## config.mk

```make
export PLATFORM = sky130hd
export DESIGN_NAME = bspa_ctrl
export DESIGN_NICKNAME = d
export VERILOG_FILES = /design/src/design/bspa_pkg.sv /design/src/design/bspa_ctrl.sv
export SDC_FILE = /design/constraint.sdc
export NUM_CORES = 1
export LEC_CHECK = 0
export ABC_AREA = 1
export BUFFER_PORTS_ARGS = -buffer_cell sky130_fd_sc_hd__buf_4
export CORE_AREA = 8 8 45 47
export DETAILED_ROUTE_END_ITERATION = 8
export DIE_AREA = 0 0 53 55
export PLACE_DENSITY = 0.55
export REMOVE_ABC_BUFFERS = 1
export SYNTH_ARGS = -nofsm -noshare
export SYNTH_HDL_FRONTEND = slang
export SYNTH_SLANG_ARGS = --single-unit
```

## constraint.sdc

```tcl
create_clock -name clock -period 1.2 [get_ports clock]
set_input_delay 0.12 -clock clock [delete_from_list [all_inputs] [get_ports clock]]
set_output_delay 0.12 -clock clock [all_outputs]
set_load 0.1 [all_outputs]
```

## src/design/bspa_pkg.sv

```systemverilog
// Shared types, codes and field widths of the baseline-subtracted pulse averager.
`timescale 1ns / 1ps

package bspa_pkg;

   // Field widths of the request, result and register beats.
   localparam int KIND_W     = 2;
   localparam int SAMPLE_W   = 14;
   localparam int BIN_W      = 12;
   localparam int LEN_CFG_W  = 13;
   localparam int BSUM_W     = 23;
   localparam int VAR_W      = 44;
   localparam int BINSUM_W   = 40;
   localparam int COUNT_W    = 16;
   localparam int ACC_W      = 41;
   localparam int REQ_DATA_W = 32;
   localparam int RSP_DATA_W = 128;
   localparam int RSP_PAD_W  = RSP_DATA_W - (BSUM_W + 1 + VAR_W + BINSUM_W + COUNT_W);

   localparam logic [LEN_CFG_W-1:0] LEN_RESET = 13'd4096;
   localparam logic [BSUM_W-1:0]    BSUM_MAX  = {BSUM_W{1'b1}};
   localparam logic [VAR_W-1:0]     VAR_MAX   = {VAR_W{1'b1}};
   localparam logic [COUNT_W-1:0]   COUNT_MAX = {COUNT_W{1'b1}};

   // Request kinds.
   localparam logic [KIND_W-1:0] KIND_SAMPLE = 2'd0;
   localparam logic [KIND_W-1:0] KIND_READ   = 2'd1;
   localparam logic [KIND_W-1:0] KIND_CLEAR  = 2'd2;

   // Result kinds.
   localparam logic RKIND_REPORT = 1'b0;
   localparam logic RKIND_READ   = 1'b1;

   typedef enum logic [3:0] {
      ST_CLEAR,
      ST_IDLE,
      ST_SAMPLE,
      ST_VAR_MUL,
      ST_VAR_SUB,
      ST_VAR_SEL,
      ST_ACCUM,
      ST_DRAIN,
      ST_REPORT,
      ST_READ,
      ST_READ_OUT
   } state_type;

   typedef struct packed {
      logic capture;
      logic sample_update;
      logic var_mul;
      logic var_sub;
      logic var_sel;
      logic clear_step;
      logic accum_step;
      logic count_bump;
      logic load_report;
      logic load_read;
   } cmd_type;

   typedef struct packed {
      logic wave_last;
      logic clear_last;
      logic accum_last;
      logic count_full;
      logic out_free;
   } status_type;

endpackage

```

## src/design/bspa_ctrl.sv

```systemverilog
// Sequencer of the averager: decodes request beats and steps the datapath.
`timescale 1ns / 1ps

module bspa_ctrl (
   input  logic                          clock,
   input  logic                          reset,
   input  logic                          req_tvalid,
   input  logic [bspa_pkg::KIND_W-1:0]   req_kind,
   input  bspa_pkg::status_type          status,
   output logic                          req_tready,
   output bspa_pkg::cmd_type             cmd
);

   bspa_pkg::state_type state_ff;
   bspa_pkg::state_type state_in;

   always_ff @(posedge clock) begin
      if (reset) begin
         state_ff <= bspa_pkg::ST_CLEAR;
      end else begin
         state_ff <= state_in;
      end
   end

   always_comb begin
      state_in = state_ff;
      case (state_ff)
         bspa_pkg::ST_CLEAR: begin
            if (status.clear_last) begin
               state_in = bspa_pkg::ST_IDLE;
            end
         end
         bspa_pkg::ST_IDLE: begin
            if (req_tvalid) begin
               case (req_kind)
                  bspa_pkg::KIND_SAMPLE: state_in = bspa_pkg::ST_SAMPLE;
                  bspa_pkg::KIND_READ:   state_in = bspa_pkg::ST_READ;
                  bspa_pkg::KIND_CLEAR:  state_in = bspa_pkg::ST_CLEAR;
                  default:               state_in = bspa_pkg::ST_IDLE;
               endcase
            end
         end
         bspa_pkg::ST_SAMPLE: begin
            state_in = status.wave_last ? bspa_pkg::ST_VAR_MUL : bspa_pkg::ST_IDLE;
         end
         bspa_pkg::ST_VAR_MUL: state_in = bspa_pkg::ST_VAR_SUB;
         bspa_pkg::ST_VAR_SUB: state_in = bspa_pkg::ST_VAR_SEL;
         bspa_pkg::ST_VAR_SEL: begin
            // A saturated count skips the accumulate sweep but still reports.
            state_in = status.count_full ? bspa_pkg::ST_REPORT : bspa_pkg::ST_ACCUM;
         end
         bspa_pkg::ST_ACCUM: begin
            if (status.accum_last) begin
               state_in = bspa_pkg::ST_DRAIN;
            end
         end
         bspa_pkg::ST_DRAIN: state_in = bspa_pkg::ST_REPORT;
         bspa_pkg::ST_REPORT: begin
            if (status.out_free) begin
               state_in = bspa_pkg::ST_IDLE;
            end
         end
         bspa_pkg::ST_READ: state_in = bspa_pkg::ST_READ_OUT;
         bspa_pkg::ST_READ_OUT: begin
            if (status.out_free) begin
               state_in = bspa_pkg::ST_IDLE;
            end
         end
         default: state_in = bspa_pkg::ST_IDLE;
      endcase
   end

   always_comb begin
      cmd        = '0;
      req_tready = 1'b0;
      case (state_ff)
         bspa_pkg::ST_CLEAR: cmd.clear_step = 1'b1;
         bspa_pkg::ST_IDLE: begin
            req_tready  = 1'b1;
            cmd.capture = req_tvalid;
         end
         bspa_pkg::ST_SAMPLE:  cmd.sample_update = 1'b1;
         bspa_pkg::ST_VAR_MUL: cmd.var_mul = 1'b1;
         bspa_pkg::ST_VAR_SUB: cmd.var_sub = 1'b1;
         bspa_pkg::ST_VAR_SEL: cmd.var_sel = 1'b1;
         bspa_pkg::ST_ACCUM:   cmd.accum_step = 1'b1;
         bspa_pkg::ST_DRAIN:   cmd.count_bump = 1'b1;
         bspa_pkg::ST_REPORT:  cmd.load_report = status.out_free;
         bspa_pkg::ST_READ:    cmd = '0;
         bspa_pkg::ST_READ_OUT: cmd.load_read = status.out_free;
         default: cmd = '0;
      endcase
   end

endmodule

```

# Word-level counts from Yosys, hierarchy flattened
# Index checks and enable logic that the tools add are counted.
[totals] reg_bits=4 input_bits=10 word_cells=40
[op_classes] eq_ne=16 muxes=19 reduce_logical=4
[ops] op="case mux 4 bit (10 select lines)" n=1
[ops] op="two-way mux 4 bit" n=5
[ops] op="== test 4 x 3 -> 1 bit (second input constant)" n=4
[ops] op="== test 4 bit (second input constant)" n=3
[ops] op="case mux 4 bit (3 select lines)" n=1
[ops] op="two-way mux 1 bit" n=11
[ops] op="== test 4 x 2 -> 1 bit (second input constant)" n=2
[ops] op="inequality test 2 bit (second input constant)" n=3
[ops] op="== test 4 x 1 -> 1 bit (second input constant)" n=1
[ops] op="logical NOT 4 bit" n=1
[ops] op="AND reduction 4 bit" n=1
[ops] op="== test 2 x 1 -> 1 bit (second input constant)" n=1
[ops] op="== test 2 bit (second input constant)" n=1
[ops] op="logical NOT 2 bit" n=1
[ops] op="two-way mux 2 bit" n=1
[ops] op="inequality test 2 x 1 -> 1 bit (second input constant)" n=1
[ops] op="OR reduction 2 bit" n=1

# Logic depth before layout (Yosys ltp)
[logic_depth] depth_word=4 depth_mapped=7 mapped_depth_nobuf=7

# Least setup slack after synthesis
# No wires, ideal clock.
[synth_path] path_type="register -> output" from="reg state_ff[1]" to="out cmd[0] (netlist bit)" t_arrival_ns=2.681 required_time_ns=1.080 setup_slack_ns=-1.601 path_stages_with_launch=5 path_buffers=0 path_cell_list="dfxtp_1 > inv_1 > nor2_2 > inv_1 > nor3_1"
[synth_rtl] item="from (decl)" line_no="bspa_ctrl.sv:14" source="bspa_pkg::state_type state_ff;"
[synth_rtl] item="from (signal assigned)" line_no="bspa_ctrl.sv:19" source="state_ff <= bspa_pkg::ST_CLEAR;"
[synth_rtl] item="from (signal assigned)" line_no="bspa_ctrl.sv:21" source="state_ff <= state_in;"
[synth_rtl] item="to (decl)" line_no="bspa_ctrl.sv:11" source="output bspa_pkg::cmd_type cmd"

==> flow_metrics.py <==
metrics = {
    "synth": {
        "synthCells": 66,
        "synth_top_family_by_area": "simple AND/OR/NAND/NOR gates",
        "yosys_register_bits": 4,
        "syn_avg_cell_area_um2": 5.67,
        "synthMuxAreaShare_pct": 0,
        "seq_area_frac_synth_pct": 21.4,
        "synth_simple_gate_area_share_pct": 53.8,
        "ys_warn_count": 0,
        "syn_area_um2": 374,
        "synth_cell_types": 16,
        "synth_compound_area_share_pct": 13.7,
        "synth_xor_area_share_pct": 0,
        "synth_fa_ha_area_share_pct": 0,
    },
    "routing": {
        "wl_per_cell_um": 16.8,
        "vias": 627,
        "viasPerCell": 5.14,
        "drcViolationCount": 0,
        "drt_first_pass_iters": 4,
        "drt_iter0_drc": 7,
        "detail-route-antenna-nets": 0,
        "wl_mm": 2.05,
    },
    "global_route": {
        "grt_pass1_vias": 635,
        "met3_usage_pct": 3.48,
        "busiest_layer": "met2",
        "grtUsageTotal_pct": 12.9,
        "grt_use_met1_pct": 12.5,
        "use_met2_pct": 24.0,
        "grt_pass1_wl_mm": 2.78,
        "antenna_found_initial": 0,
        "overflow": 0,
        "grt_max_degree": 7,
    },
    "cts": {
        "cts_sinks": 4,
        "htree_levels": 1,
        "cts_tree": "built",
        "clock_latency_ns": 0.23,
        "cts_buffers": 3,
        "cts.clk_slew.worst_paths_ns": 0.04,
        "cts.path.max_buffers": 2,
        "cts_hold_repair.buffers": 0,
        "cts-root-buf": "clkbuf_4",
    },
    "status": {
        "failed_checks": "negative setup slack",
        "status": "finished with violations",
    },
    "finish": {
        "regMostFlops": "state_ff",
        "final_net_count": 118,
        "drive_gt1_share_pct": 74.5,
        "reg.largest.list": "state_ff x4",
        "layout_commonest_cell": "buf_4",
        "mostFrequentLayoutCells": "buf_4 (22), nor2_4 (12), buf_12 (9)",
        "final_area_um2": 1030,
        "syn2layout_area_growth_pct": 174,
        "num_antenna_cells": 0,
        "largest_reg_flops": 4,
    },
    "floorplan": {
        "pin_count": 21,
        "core_um2": 1380,
        "fp.dieH_um": 55,
        "rows": 14,
        "die-area_um2": 2920,
        "start_util_pct": 27.0,
        "die_x_um": 53,
    },
    "setup_path": {
        "required_ns": 1.08,
        "path_class": "reg -> out",
        "worst-r2r-cell-count": 9,
        "crit_path_end_kind": "output pin",
        "crit_path_start_kind": "flip-flop",
        "worstPathArrival_ns": 1.27,
        "rrSetupSlack_ns": -0.10,
        "path_max_fanout": 4,
        "rr_endpoint": "state_ff[0]",
        "r2r_start": "state_ff[1]",
    },
    "timing": {
        "drv_slew": 0,
        "setup_viol": 15,
        "finalCritPeriodShare_pct": 115,
        "finalWorstSetupSlack_ns": -0.186,
        "timing.final.crit_period_ns": 1.39,
        "fin_hold_ws_ns": 0.0933,
        "max_clock_freq_ghz": 0.722,
        "worst_slew_pin_slew_ns": 0.210,
        "timing.slew.headroom_pct": 86.0,
        "rsz0062_at_grt": "true",
        "finalHoldViolations": 0,
        "clock_skew_ns": 0.00218,
    },
    "place": {
        "place.gp.congestion": 0.828,
        "post-dp-hpwl_mm": 1.17,
        "io_buffers": 20,
        "place_area_um2": 597,
        "post-place-ws_ns": -0.0447,
    },
    "hold_path": {
        "hold_depth": 2,
        "holdPathEnd": "state_ff[3]",
        "hold_start": "reset",
        "hp-class": "in -> reg",
    },
    "power_and_ir_drop": {
        "peakVddDrop_v": 0.000470,
        "p_per_area_nw_per_um2": 883,
        "p_leak_uw": 0.000460,
    },
    "job": {
        "drv_cap": 0,
    },
}
## worst max-delay path, stage by stage, from the launching register on
cell and delay [ns]:
dfxtp_4 0.38, inv_4 0.05, nor2_4 0.11, inv_2 0.08
nor3_2 0.16, buf_6 0.26
## layer usage
layer  part of all wire, %  vias to the layer above  wire [um]
li1                      -                      293          -
met5                     0                        -          0
met1                    35                      297        713
met4                   3.4                        0         70
met3                   6.9                        8        142
met2                    55                       29       1120
## timing repair
action | 4_1_cts | 5_1_grt
endpoints found under the setup margin | 14 | 15
pin swaps | 12 | 9
setup buffers | 7 | 3
resized for setup | 69 | 24
## cell usage after synthesis
| cell | n | share of area, % |
|---|---|---|
| a31oi_1 | 1 | 1.7 |
| nand3_1 | 6 | 8.0 |
| dfxtp_1 | 4 | 21 |
| nand3b_1 | 3 | 6.0 |
| o211ai_1 | 1 | 2.0 |
| a21oi_1 | 3 | 4.0 |
| nand2_1 | 14 | 14 |
| inv_2 | 1 | 1.0 |
| nor3_1 | 3 | 4.0 |
| a21oi_2 | 1 | 2.3 |
| o21ai_1 | 1 | 1.3 |
| o21ai_2 | 1 | 2.3 |
| inv_1 | 10 | 10 |
| nor2_4 | 1 | 3.0 |
| nor2_1 | 12 | 12 |
| nor2_2 | 4 | 6.7 |
## per-stage QoR
step           TNS, ns  total power (uW)  cells  utilization (%)
2_1_floorplan   -12.09               438     66                -
3_3_place_gp    -0.247               537    109             43.1
3_5_place_dp    -0.192               539    109             43.1
4_1_cts          -1.14               803    119             65.1
5_1_grt          -2.11               953    122             74.1
6_report         -1.37               906    122             74.1
## where the power goes
group          internal, uW  total, uW  switching (uW)
Sequential              143        169            26.1
Clock                   111        160            48.9
Combinational           214        576             363
Total                   468        906             438
## cell families after synthesis
kind of cell | Yosys count
and+or+nand+nor | 43
buffers and inverters | 11
AOI/OAI and AO/OA | 8
DFF | 4
## final cells by class
type                            count  area (um^2)
Tap cell                           16         20.0
Fill cell                          91          358
Multi-Input combinational cell     51          417
Timing Repair Buffer               37          413
Sequential cell                     4         95.1
Clock buffer                        3         22.5
Inverter                           11         58.8
## worst max-delay path by stage
stage                      from     end  slack (ns)  cells after the start
finish              state_ff[1]  cmd[0]       -0.19                      5
global placement    state_ff[0]  cmd[1]       -0.05                      4
CTS                 state_ff[1]  cmd[0]       -0.13                      5
detailed placement  state_ff[0]  cmd[9]       -0.04                      3
floorplan           state_ff[1]  cmd[0]       -1.60                      4
global route        state_ff[3]  cmd[0]       -0.21                      5
(Power assumes the default switching activity.)
